`src/rtl/reb_pkg.sv`:
```
`timescale 1ns / 1ps

package reb_pkg;

  localparam int unsigned COUNT_WIDTH = 16;

  localparam int unsigned LIMIT_W = 16;
  localparam int unsigned TIME_W  = 32;
  localparam int unsigned PUSH_W  = 16;
  localparam int unsigned DELTA_W = 17;
  localparam int unsigned CFG_IDX_W = 3;
  localparam int unsigned CFG_DATA_W = 16;

  localparam logic [PUSH_W-1:0] SHORT_PUSH_RST = 16'd50;
  localparam logic [PUSH_W-1:0] LONG_PUSH_RST  = 16'd1000;

  typedef enum logic [2:0] {
    OP_SAMPLE      = 3'd0,
    OP_READ_DELTA  = 3'd1,
    OP_POLL_OK     = 3'd2,
    OP_POLL_CANCEL = 3'd3,
    OP_SET_COUNT   = 3'd4,
    OP_CLEAR_COUNT = 3'd5,
    OP_CLEAR_ENTER = 3'd6
  } op_e;

  typedef enum logic [CFG_IDX_W-1:0] {
    CFG_ENCODER_KIND = 3'd0,
    CFG_ACTIVE_LOW   = 3'd1,
    CFG_COUNT_MIN    = 3'd2,
    CFG_COUNT_MAX    = 3'd3,
    CFG_WRAP_ENABLE  = 3'd4,
    CFG_SHORT_PUSH   = 3'd5,
    CFG_LONG_PUSH    = 3'd6
  } cfg_idx_e;

  typedef enum logic [1:0] {
    PRESS_IDLE   = 2'd0,
    PRESS_OK     = 2'd1,
    PRESS_CANCEL = 2'd2,
    PRESS_HELD   = 2'd3
  } press_e;

  typedef struct packed {
    logic              fire;
    logic [2:0]        op;
    logic              pin_enter;
    logic [TIME_W-1:0] now_ms;
  } btn_req_t;

  typedef struct packed {
    logic              active_low;
    logic [PUSH_W-1:0] short_push_ms;
    logic [PUSH_W-1:0] long_push_ms;
  } btn_cfg_t;

  typedef struct packed {
    logic   ok_seen;
    logic   cancel_seen;
    press_e state;
  } btn_rsp_t;

endpackage

```
`src/rtl/reb_button.sv`:
```
`timescale 1ns / 1ps

module reb_button (
  input  logic              clk_i,
  input  logic              rst_ni,
  input  reb_pkg::btn_req_t req_i,
  input  reb_pkg::btn_cfg_t cfg_i,
  output reb_pkg::btn_rsp_t rsp_o
);

  reb_pkg::press_e                 state_q, state_d;
  logic [reb_pkg::TIME_W-1:0]      start_q, start_d;
  logic                            prev_enter_q, prev_enter_d;
  logic                            held;
  logic [reb_pkg::TIME_W-1:0]      held_for;
  logic                            past_long;
  logic                            past_short;
  logic                            ok_d;
  logic                            cancel_d;

  assign held       = req_i.pin_enter ^ cfg_i.active_low;
  assign held_for   = req_i.now_ms - start_q;
  assign past_long  = held_for > {16'd0, cfg_i.long_push_ms};
  assign past_short = held_for > {16'd0, cfg_i.short_push_ms};

  always_comb begin
    state_d      = state_q;
    start_d      = start_q;
    prev_enter_d = prev_enter_q;
    ok_d         = 1'b0;
    cancel_d     = 1'b0;
    case (reb_pkg::op_e'(req_i.op))
      reb_pkg::OP_SAMPLE: begin
        if (req_i.pin_enter != prev_enter_q) begin
          if (held) begin
            start_d = req_i.now_ms;
          end else if (state_q == reb_pkg::PRESS_HELD) begin
            // Cancel was already reported while held, so the release is silent.
            state_d = reb_pkg::PRESS_IDLE;
          end else if (past_long) begin
            state_d = reb_pkg::PRESS_CANCEL;
          end else if (past_short) begin
            state_d = reb_pkg::PRESS_OK;
          end
        end
        prev_enter_d = req_i.pin_enter;
      end
      reb_pkg::OP_POLL_OK: begin
        if (state_q == reb_pkg::PRESS_OK) begin
          ok_d    = 1'b1;
          state_d = reb_pkg::PRESS_IDLE;
        end
      end
      reb_pkg::OP_POLL_CANCEL: begin
        if (state_q == reb_pkg::PRESS_CANCEL) begin
          cancel_d = 1'b1;
          state_d  = reb_pkg::PRESS_IDLE;
        end else if (state_q != reb_pkg::PRESS_HELD && held && past_long) begin
          cancel_d = 1'b1;
          state_d  = reb_pkg::PRESS_HELD;
        end
      end
      reb_pkg::OP_CLEAR_ENTER: begin
        state_d = reb_pkg::PRESS_IDLE;
      end
      default: begin
      end
    endcase
  end

  always_ff @(posedge clk_i or negedge rst_ni) begin
    if (!rst_ni) begin
      state_q      <= reb_pkg::PRESS_IDLE;
      start_q      <= '0;
      prev_enter_q <= 1'b0;
    end else if (req_i.fire) begin
      state_q      <= state_d;
      start_q      <= start_d;
      prev_enter_q <= prev_enter_d;
    end
  end

  assign rsp_o.ok_seen     = ok_d;
  assign rsp_o.cancel_seen = cancel_d;
  assign rsp_o.state       = state_d;

endmodule

```
`src/rtl/rotary_encoder_with_push_button.sv`:
```
`timescale 1ns / 1ps
// A request is accepted into the input register and moves into the result register when
// that register is free or being drained; the count and button state update at that move.
// Throughput: one request per clock while results are drained without a stall.
// Reset: configuration returns to its defaults (short push 50 ms, long push 1000 ms,
// all else zero), and the count, last read count and button state clear to zero.

module rotary_encoder_with_push_button #(
  parameter int unsigned COUNT_WIDTH = reb_pkg::COUNT_WIDTH
) (
  input  logic                                clk_i,
  input  logic                                rst_ni,
  input  logic                                in_valid_i,
  output logic                                in_ready_o,
  input  logic [2:0]                          operation_i,
  input  logic                                pin_a_i,
  input  logic                                pin_b_i,
  input  logic                                pin_enter_i,
  input  logic [reb_pkg::TIME_W-1:0]          now_ms_i,
  input  logic signed [reb_pkg::LIMIT_W-1:0]  new_count_i,
  output logic                                out_valid_o,
  input  logic                                out_ready_i,
  output logic signed [COUNT_WIDTH-1:0]       count_now_o,
  output logic signed [reb_pkg::DELTA_W-1:0]  delta_o,
  output logic                                changed_o,
  output logic                                ok_seen_o,
  output logic                                cancel_seen_o,
  output logic [1:0]                          button_state_o,
  input  logic                                cfg_valid_i,
  output logic                                cfg_ready_o,
  input  logic [reb_pkg::CFG_IDX_W-1:0]       cfg_index_i,
  input  logic [reb_pkg::CFG_DATA_W-1:0]      cfg_data_i
);

  // Configuration registers
  logic                               kind_q;
  logic                               active_low_q;
  logic signed [reb_pkg::LIMIT_W-1:0] count_min_q;
  logic signed [reb_pkg::LIMIT_W-1:0] count_max_q;
  logic                               wrap_q;
  logic [reb_pkg::PUSH_W-1:0]         short_push_q;
  logic [reb_pkg::PUSH_W-1:0]         long_push_q;

  // Input register
  logic                               in_valid_q;
  logic [2:0]                         op_q;
  logic                               pin_a_q;
  logic                               pin_b_q;
  logic                               pin_enter_q;
  logic [reb_pkg::TIME_W-1:0]         now_q;
  logic signed [reb_pkg::LIMIT_W-1:0] new_count_q;

  // Encoder state
  logic signed [COUNT_WIDTH-1:0]      count_q, count_d;
  logic signed [COUNT_WIDTH-1:0]      last_read_q, last_read_d;
  logic                               prev_a_q, prev_a_d;

  logic                               advance;
  logic                               step;
  logic                               step_up;
  logic signed [32:0]                 count_x;
  logic signed [32:0]                 last_x;
  logic signed [32:0]                 min_x;
  logic signed [32:0]                 max_x;
  logic signed [32:0]                 new_x;
  logic signed [32:0]                 diff_x;
  logic signed [COUNT_WIDTH-1:0]      min_c;
  logic signed [COUNT_WIDTH-1:0]      max_c;
  logic signed [COUNT_WIDTH-1:0]      stepped;
  logic signed [reb_pkg::DELTA_W-1:0] delta_d;
  logic                               changed_d;

  reb_pkg::btn_req_t                  btn_req;
  reb_pkg::btn_cfg_t                  btn_cfg;
  reb_pkg::btn_rsp_t                  btn_rsp;

  // Result register
  logic                               out_valid_q;
  logic signed [COUNT_WIDTH-1:0]      res_count_q;
  logic signed [reb_pkg::DELTA_W-1:0] res_delta_q;
  logic                               res_changed_q;
  logic                               res_ok_q;
  logic                               res_cancel_q;
  reb_pkg::press_e                    res_state_q;

  assign cfg_ready_o = 1'b1;

  always_ff @(posedge clk_i or negedge rst_ni) begin
    if (!rst_ni) begin
      kind_q       <= 1'b0;
      active_low_q <= 1'b0;
      count_min_q  <= '0;
      count_max_q  <= '0;
      wrap_q       <= 1'b0;
      short_push_q <= reb_pkg::SHORT_PUSH_RST;
      long_push_q  <= reb_pkg::LONG_PUSH_RST;
    end else if (cfg_valid_i) begin
      case (reb_pkg::cfg_idx_e'(cfg_index_i))
        reb_pkg::CFG_ENCODER_KIND: kind_q       <= cfg_data_i[0];
        reb_pkg::CFG_ACTIVE_LOW:   active_low_q <= cfg_data_i[0];
        reb_pkg::CFG_COUNT_MIN:    count_min_q  <= cfg_data_i;
        reb_pkg::CFG_COUNT_MAX:    count_max_q  <= cfg_data_i;
        reb_pkg::CFG_WRAP_ENABLE:  wrap_q       <= cfg_data_i[0];
        reb_pkg::CFG_SHORT_PUSH:   short_push_q <= cfg_data_i;
        reb_pkg::CFG_LONG_PUSH:    long_push_q  <= cfg_data_i;
        default: begin
        end
      endcase
    end
  end

  // The input stage moves on whenever the result register is free or being drained.
  assign advance    = in_valid_q && (!out_valid_q || out_ready_i);
  assign in_ready_o = !in_valid_q || advance;

  always_ff @(posedge clk_i or negedge rst_ni) begin
    if (!rst_ni) begin
      in_valid_q <= 1'b0;
    end else if (in_ready_o) begin
      in_valid_q <= in_valid_i;
    end
  end

  always_ff @(posedge clk_i) begin
    if (in_valid_i && in_ready_o) begin
      op_q        <= operation_i;
      pin_a_q     <= pin_a_i;
      pin_b_q     <= pin_b_i;
      pin_enter_q <= pin_enter_i;
      now_q       <= now_ms_i;
      new_count_q <= new_count_i;
    end
  end

  // Limits and loaded values are compared in a width that holds every count.
  assign count_x = 33'(count_q);
  assign last_x  = 33'(last_read_q);
  assign min_x   = 33'(count_min_q);
  assign max_x   = 33'(count_max_q);
  assign new_x   = 33'(new_count_q);
  assign diff_x  = count_x - last_x;
  assign min_c   = min_x[COUNT_WIDTH-1:0];
  assign max_c   = max_x[COUNT_WIDTH-1:0];

  always_comb begin
    if (kind_q) begin
      step    = pin_a_q && !prev_a_q;
      step_up = !pin_b_q;
    end else begin
      step    = pin_a_q != prev_a_q;
      step_up = pin_a_q != pin_b_q;
    end
    if (step_up) begin
      if (count_x < max_x) begin
        stepped = count_q + COUNT_WIDTH'(1);
      end else begin
        stepped = wrap_q ? min_c : max_c;
      end
    end else begin
      if (count_x > min_x) begin
        stepped = count_q - COUNT_WIDTH'(1);
      end else begin
        stepped = wrap_q ? max_c : min_c;
      end
    end
  end

  always_comb begin
    count_d     = count_q;
    last_read_d = last_read_q;
    prev_a_d    = prev_a_q;
    delta_d     = '0;
    changed_d   = 1'b0;
    case (reb_pkg::op_e'(op_q))
      reb_pkg::OP_SAMPLE: begin
        if (step) begin
          count_d = stepped;
        end
        prev_a_d = pin_a_q;
      end
      reb_pkg::OP_READ_DELTA: begin
        delta_d     = diff_x[reb_pkg::DELTA_W-1:0];
        changed_d   = diff_x != '0;
        last_read_d = count_q;
      end
      reb_pkg::OP_SET_COUNT: begin
        count_d     = new_x[COUNT_WIDTH-1:0];
        last_read_d = new_x[COUNT_WIDTH-1:0];
      end
      reb_pkg::OP_CLEAR_COUNT: begin
        count_d = min_c;
      end
      default: begin
      end
    endcase
  end

  always_ff @(posedge clk_i or negedge rst_ni) begin
    if (!rst_ni) begin
      count_q     <= '0;
      last_read_q <= '0;
      prev_a_q    <= 1'b0;
    end else if (advance) begin
      count_q     <= count_d;
      last_read_q <= last_read_d;
      prev_a_q    <= prev_a_d;
    end
  end

  assign btn_req.fire          = advance;
  assign btn_req.op            = op_q;
  assign btn_req.pin_enter     = pin_enter_q;
  assign btn_req.now_ms        = now_q;
  assign btn_cfg.active_low    = active_low_q;
  assign btn_cfg.short_push_ms = short_push_q;
  assign btn_cfg.long_push_ms  = long_push_q;

  reb_button u_button (
    .clk_i  (clk_i),
    .rst_ni (rst_ni),
    .req_i  (btn_req),
    .cfg_i  (btn_cfg),
    .rsp_o  (btn_rsp)
  );

  always_ff @(posedge clk_i or negedge rst_ni) begin
    if (!rst_ni) begin
      out_valid_q <= 1'b0;
    end else if (advance) begin
      out_valid_q <= 1'b1;
    end else if (out_ready_i) begin
      out_valid_q <= 1'b0;
    end
  end

  always_ff @(posedge clk_i) begin
    if (advance) begin
      res_count_q   <= count_d;
      res_delta_q   <= delta_d;
      res_changed_q <= changed_d;
      res_ok_q      <= btn_rsp.ok_seen;
      res_cancel_q  <= btn_rsp.cancel_seen;
      res_state_q   <= btn_rsp.state;
    end
  end

  assign out_valid_o    = out_valid_q;
  assign count_now_o    = res_count_q;
  assign delta_o        = res_delta_q;
  assign changed_o      = res_changed_q;
  assign ok_seen_o      = res_ok_q;
  assign cancel_seen_o  = res_cancel_q;
  assign button_state_o = res_state_q;

  a_advance_fills_result: assert property (@(posedge clk_i) disable iff (!rst_ni)
    advance |=> out_valid_o)
    else $error("accepted request did not produce a result");

  a_ok_cancel_exclusive: assert property (@(posedge clk_i) disable iff (!rst_ni)
    out_valid_o |-> !(ok_seen_o && cancel_seen_o))
    else $error("ok and cancel reported by the same request");

  a_ok_leaves_idle: assert property (@(posedge clk_i) disable iff (!rst_ni)
    (out_valid_o && ok_seen_o) |-> (button_state_o == reb_pkg::PRESS_IDLE))
    else $error("ok reported without returning to idle");

  a_cancel_state: assert property (@(posedge clk_i) disable iff (!rst_ni)
    (out_valid_o && cancel_seen_o) |->
      (button_state_o == reb_pkg::PRESS_IDLE || button_state_o == reb_pkg::PRESS_HELD))
    else $error("cancel reported with an inconsistent button state");

endmodule

```
`config.mk`:
```
export PLATFORM = sky130hd
export DESIGN_NAME = rotary_encoder_with_push_button
export DESIGN_NICKNAME = d
export VERILOG_FILES = /design/src/rtl/reb_pkg.sv /design/src/rtl/reb_button.sv /design/src/rtl/rotary_encoder_with_push_button.sv
export SDC_FILE = /design/constraint.sdc
export NUM_CORES = 1
export LEC_CHECK = 0
export BUFFER_PORTS_ARGS = -buffer_cell sky130_fd_sc_hd__clkbuf_2
export CORE_AREA = 3 3 161 163
export CTS_CLUSTER_SIZE = 28
export DETAILED_ROUTE_END_ITERATION = 8
export DIE_AREA = 0 0 164 166
export PLACE_DENSITY = 0.77
export SYNTH_ARGS = -nofsm -noshare
export SYNTH_HDL_FRONTEND = slang
export SYNTH_HIERARCHICAL = 1
export SYNTH_SLANG_ARGS = --single-unit
```
`constraint.sdc`:
```
create_clock -name clk_i -period 6.23 [get_ports clk_i]
set_clock_uncertainty 0.1 [all_clocks]
set_input_delay 0.3115 -clock clk_i [delete_from_list [all_inputs] [get_ports clk_i]]
set_output_delay 0.3115 -clock clk_i [all_outputs]
set_load 0.02 [all_outputs]
```
### Yosys cells after proc, flatten, opt, wreduce, memory -nomap -nowiden

Cells that the tools add are included.
Widths: inputs -> output; s select.

| cells by class | value |
|---|---|
| $add $sub $neg | 4 |
| equality and inequality tests | 19 |
| bitwise logic cells | 1 |
| multiplexer cells | 24 |
| order comparisons | 4 |
| reduce and logical (&&, ||, !) cells | 26 |

Operator list:

| kind | number |
|---|---|
| $mux 16 | 6 |
| $gt 32x16->1 | 2 |
| $pmux 16 s3 | 1 |
| $reduce_bool 33->1 | 1 |
| $pmux 16 s2 | 1 |
| $sub 32x32->32 | 1 |
| $eq 3x3->1 const B | 6 |
| $reduce_and 2->1 | 9 |
| $sub 16x16->17 | 1 |
| $add 16x2->16 const B | 1 |
| $gt 16x16->1 | 1 |
| $lt 16x16->1 | 1 |
| $mux 2 | 8 |
| $sub 16x2->16 const B | 1 |
| $eq 3x2->1 const B | 4 |
| $pmux 2 s4 | 1 |
| $mux 1 | 7 |
| $eq 3x1->1 const B | 2 |
| $logic_not 3->1 | 2 |
| $logic_and 1x1->1 | 5 |
| $eq 2x2->1 const B | 2 |
| $logic_not 1->1 | 4 |
| $reduce_and 4->1 | 1 |
| $reduce_bool 2->1 | 2 |
| other kinds (5) | 8 |

| storage, ports and cells | value |
|---|---|
| word-level logic and storage cells | 105 |
| register bits | 229 |
| input port bits | 78 |
| output and inout bits | 41 |

### Logic depth before layout (Yosys ltp)

| logic depth | value |
|---|---|
| word-level depth | 8 |
| gate-level depth with buffers | 22 |
| gate-level depth less buffers | 21 |

### By module

The synthesis kept the hierarchy.

By module, submodules not included:

| module | area each (um^2) | cells an instance | times used | sequential area each (um^2) |
|---|---|---|---|---|
| rotary_encoder_with_push_button | 10561.4 | 971 | 1 | 5326.4 |
| reb_button | 4436.8 | 561 | 1 | 875.8 |

### Worst setup path after synthesis

Ideal clock, no wire load.

| timing | value |
|---|---|
| path kind | reg-to-reg |
| start point | register now_q[2] (netlist name) |
| end point | register res_state_q[1] (netlist: button_state_o[1]), data pin |
| path buffers | 0 |
| slack | 1.831 ns |
| stages on the path, launching flop included | 20 |
| required time | 5.866 ns |
| period minus slack after synthesis | 4.399 ns |
| library setup time | 0.264 ns |
| data arrival time | 4.035 ns |
| path through | edfxtp_1 -> ha_1 -> nor2b_1 -> o211ai_1 -> nand2b_1 -> a21o_1 -> a31oi_1 -> xnor2_1 -> ha_1 -> and4_1 -> nand4_1 -> a211oi_1 -> a2111oi_0 -> o221ai_1 -> a2111oi_0 -> o2111ai_1 -> and4bb_4 -> a21boi_1 -> o211ai_1 -> o21ai_1 |

RTL lines:

| what | line | RTL |
|---|---|---|
| start, declared | rotary_encoder_with_push_button.sv:50 | `logic [reb_pkg::TIME_W-1:0] now_q;` |
| start signal, assigned | rotary_encoder_with_push_button.sv:130 | `now_q <= now_ms_i;` |
| end signal, assigned | rotary_encoder_with_push_button.sv:243 | `res_state_q <= btn_rsp.state;` |
| end, declared | rotary_encoder_with_push_button.sv:84 | `reb_pkg::press_e res_state_q;` |

### Worst setup path after layout

| timing | value |
|---|---|
| start point | register now_q[2] (netlist name) |
| end point | register u_button.state_q[1] |

| on the way | value |
|---|---|
| longest elaborated chain between the ends | 8 |
| elaborated cells on any way between the ends | 12 |
| those cells by class | 1 x add/sub; 2 x order compare; 8 x mux; 1 x reduce/logical |

Ends and longest elaborated chain:

| what | line | RTL |
|---|---|---|
| $sub 32x32->32 (*) | reb_button.sv:22 | `assign held_for = req_i.now_ms - start_q;` |
| $gt 32x16->1 | reb_button.sv:24 | `assign past_short = held_for > {16'd0, cfg_i.short_push_ms};` |
| $mux 2 | reb_button.sv:42 | `end else if (past_short) begin` |
| $mux 2 | reb_button.sv:40 | `end else if (past_long) begin` |
| $mux 2 | reb_button.sv:37 | `end else if (state_q == reb_pkg::PRESS_HELD) begin` |
| $mux 2 | reb_button.sv:35 | `if (held) begin` |
| $mux 2 | reb_button.sv:34 | `if (req_i.pin_enter != prev_enter_q) begin` |
| $pmux 2 s4 (*) | reb_button.sv:32 | `case (reb_pkg::op_e'(req_i.op))` |
| end signal, assigned | reb_button.sv:73 | `state_q <= reb_pkg::PRESS_IDLE;` |
| end signal, assigned | reb_button.sv:77 | `state_q <= state_d;` |
| end, declared | reb_button.sv:11 | `reb_pkg::press_e state_q, state_d;` |

Mark *: on every way between the ends. The rest lies on a longest branch, timed or not.
A chain may end at the register's enable or synchronous reset.

==> impl_metrics.yaml <==
yosys:
  synthesis.nets: 1725
  synthArstFlopShare_pct: 59.8
  yosys.cell_types.count: 92
  netlist_instances: 1532
  ys_seq_area_share_pct: 41.4
  ys.warnings.count: 6
  ys.flop_type: "dfrtp_1"
  syn_area_per_cell_um2: 9.79
  synth_seq_cells: 229
  synth_edf_count: 92
  syn_area_mm2: 0.0150
sta:
  maxSlewHeadroom_pct: 32.9
  drv_slew: 0
  setup_viol: 0
  hold_viol_final: 0
  worst_slack_ns: 0.927
  period_minus_slack_ns: 5.30
  max_freq_ghz: 0.189
  finalCritPeriodShare_pct: 85.1
  worstMarginPinSlew_ns: 1.01
  rsz0062_at_grt: "no"
  tns_ns: 0
setup_path:
  setup.worst_path.end: "u_button/state_q[1]$_DFFE_PN0P_"
  cp_data_arrival_time_ns: 5.59
  worstPathBufferInverterCount: 0
  cp-end-kind: "flip-flop"
  startpoint: "now_q[2]$_DFFE_PP_"
  regToRegStartpoint: "now_q[2]$_DFFE_PP_"
  cp_max_fo: 7
  cp.required_ns: 6.52
  critPathKind: "reg2reg"
  rrSetupSlack_ns: 0.93
  start_kind: "flip-flop"
  cp_slowest_cell: "a2111oi_0"
  worstPathCellList: "ha_1 > nor2b_1 > o211ai_1 > nand2b_1 > a21o_1 > a31oi_1 > xnor2_1 > ha_1 > and4_1 > nand4_1 > a211oi_1 > a2111oi_0 > o221ai_1 > a2111oi_0 > o2111ai_1 > and4bb_4 > a21boi_1 > a311oi_1 > a221oi_1"
  path_depth: 19
  cp_slowest_stage_delay_ns: 0.48
  reg2reg_depth: 19
  reg2reg_to: "u_button/state_q[1]$_DFFE_PN0P_"
  cp_top_family: "compound AO/OA/AOI/OAI gates"
floorplan:
  fp-row-count: 57
  coreArea_mm2: 0.0245
  ios: 119
  initial_core_util_pct: 61.3
  die_w_um: 164
  dieArea_mm2: 0.0272
  die-height_um: 166
layout:
  area_growth_pct: 15.3
  final_cell_mix: "131 x inv_1, 128 x dfrtp_1, 122 x a21oi_1"
  antenna_cells: 0
  layout.nets: 1875
  final_common_cell: "inv_1"
  layout-drive-gt1-share_pct: 18.0
power_and_ir_drop:
  irDropWorstVdd_v: 0.000305
  leakage_nw: 7.50
  pwr_density_cell_mw_per_mm2: 400
route:
  drc: 0
  antenna_left: 0
  wire_per_inst_um: 18.5
  drtPass1Iterations: 5
  drt_iter0_markers: 809
  wirelength_um: 37500
  vias: 12300
  vias_per_cell: 6.06
global_routing:
  grt_usage_pct: 27.3
  grt_max_degree: 77
  antenna_found_initial: 0
  grt_use_met1_pct: 34.6
  grt_pass1_vias: 12300
  grt-ovfl-total: 0
  use_met3_pct: 3.39
  gr-usage-met2_pct: 47.1
  top_usage_layer: "met2"
  grt_pass1_wl_um: 61000
cts:
  htreeDepth: 1
  clk_pin_slew_ns: 0.06
  root_buffer: "clkbuf_16"
  clk_path_buf_depth: 3
  cts_resized: 0
  cts_made_buffers: 25
  clock_sinks: 229
  cts_tree: "done"
  insertion_delay_ns: 0.53
placement:
  dpl.hpwl_um: 27300
  place_ws_ns: 0.926
  io_buffers: 117
  gp_congestion: 0.909
status:
  outcome: "complete, no violations"
min_path:
  worstHoldPathType: "in2reg"
flow_run:
  maxCapViolations: 0
state kept, by name, indices dropped and copies added (netlist names), 2 cells and up:
register          count
new_count_q          16
count_now_o          16
button_state_o        2
count_min_q          16
u_button/state_q      2
delta_o              17
now_q                32
count_q              16
op_q                  3
short_push_q         16
last_read_q          16
u_button/start_q     32
long_push_q          16
count_max_q          16
per-stage QoR:
stage / util, % / cells / power (W) / hold WS (ns) / instance area, µm²
2_1_floorplan: - / 1532 / 0.00459 / -0.0841 / 15000
3_3_place_gp: 64.3 / 1907 / 0.00527 / 0.228 / 15700
3_5_place_dp: 64.3 / 1907 / 0.00536 / 0.225 / 15700
4_1_cts: 70.7 / 2025 / 0.00691 / 0.0000737 / 17300
5_1_grt: 70.7 / 2025 / 0.00744 / 0.0273 / 17300
6_report: 70.7 / 2025 / 0.00691 / 0.0266 / 17300
logic make-up (layout without fill, tap and decap cells):
kind of cell / count (synthesis) / in the layout / synth area share, %
other: 1 / 1 / 0.0250
and+or+nand+nor: 375 / 375 / 12.4
muxes: 143 / 143 / 10.3
buffers and inverters: 211 / 380 / 5.77
adders and majority gates: 115 / 115 / 9.69
xor gates and xnor gates: 64 / 64 / 3.74
DFF: 229 / 229 / 41.4
AOI/OAI and AO/OA: 394 / 394 / 16.8
layer usage:
metal	routed length [µm]	up-vias
li1	-	5835
met1	15600	5916
met2	18400	406
met3	1790	107
met4	1710	0
met5	0	-
cells in the mapped netlist (all sizes together), types with 6 or more instances:
| library cell | number | share of area, % |
|---|---|---|
| ha | 113 | 9.4 |
| o221ai | 9 | 0.53 |
| or3 | 8 | 0.40 |
| xor2 | 27 | 1.6 |
| nand2 | 98 | 2.5 |
| nand3 | 19 | 0.63 |
| o21a | 10 | 0.50 |
| a211oi | 23 | 1.3 |
| buf | 24 | 1.1 |
| or2 | 6 | 0.25 |
| o31ai | 6 | 0.37 |
| o21ai | 103 | 3.5 |
| a31oi | 35 | 1.6 |
| clkbuf | 55 | 1.4 |
| inv | 131 | 3.3 |
| dfstp | 9 | 1.6 |
| edfxtp | 92 | 18 |
| dfrtp | 128 | 21 |
| mux2i | 57 | 3.8 |
| xnor2 | 37 | 2.2 |
| a21o | 15 | 0.75 |
| a21oi | 123 | 4.1 |
| nor2b | 14 | 0.58 |
| and3 | 13 | 0.54 |
| o2111ai | 6 | 0.35 |
| o211ai | 13 | 0.74 |
| nand4 | 20 | 0.83 |
| mux2 | 86 | 6.5 |
| and2 | 6 | 0.27 |
| o22a | 6 | 0.35 |
| nor3 | 24 | 0.87 |
| nor2 | 121 | 3.0 |
| nand2b | 18 | 0.75 |
how the worst min path moves through the flow:
| stage | cells after the start | from | slack [ns] | end |
|---|---|---|---|---|
| 2_1_floorplan | 0 | rst_ni | -0.08 | active_low_q$_DFFE_PN0P_ |
| 3_3_place_gp | 1 | rst_ni | 0.23 | u_button/start_q[0]$_DFFE_PN0P_ |
| 3_5_place_dp | 1 | rst_ni | 0.23 | u_button/start_q[0]$_DFFE_PN0P_ |
| 4_1_cts | 2 | cfg_data_i[0] | 0.00007 | short_push_q[0]$_DFFE_PN0P_ |
| 5_1_grt | 2 | cfg_data_i[0] | 0.03 | short_push_q[0]$_DFFE_PN0P_ |
| 6_report | 3 | cfg_data_i[15] | 0.03 | count_min_q[15]$_DFFE_PN0P_ |
repair_timing:
item,4_1_cts,5_1_grt
hold buffers,72,0
hold endpoints to repair,166,0
buffers inserted,0,0
tightest hold or removal path: stages:
cell      delay (ns)
clkbuf_2        0.16
nand2_1         0.07
o21ai_0         0.07
layout make-up:
type	count	area [µm²]
multi-input combinational	1092	7940
timing repair buffer	202	1410
clock buffer	35	746
fill	1867	7170
sequential	229	6200
tap	324	405
clock inverter	11	90.1
inverter	132	495
power by group:
group / switching [W] / internal, W
registers: 0.000322 / 0.00190
logic: 0.00187 / 0.00134
clock network: 0.000601 / 0.000879
total: 0.00279 / 0.00412
(Power assumes the default switching activity.)
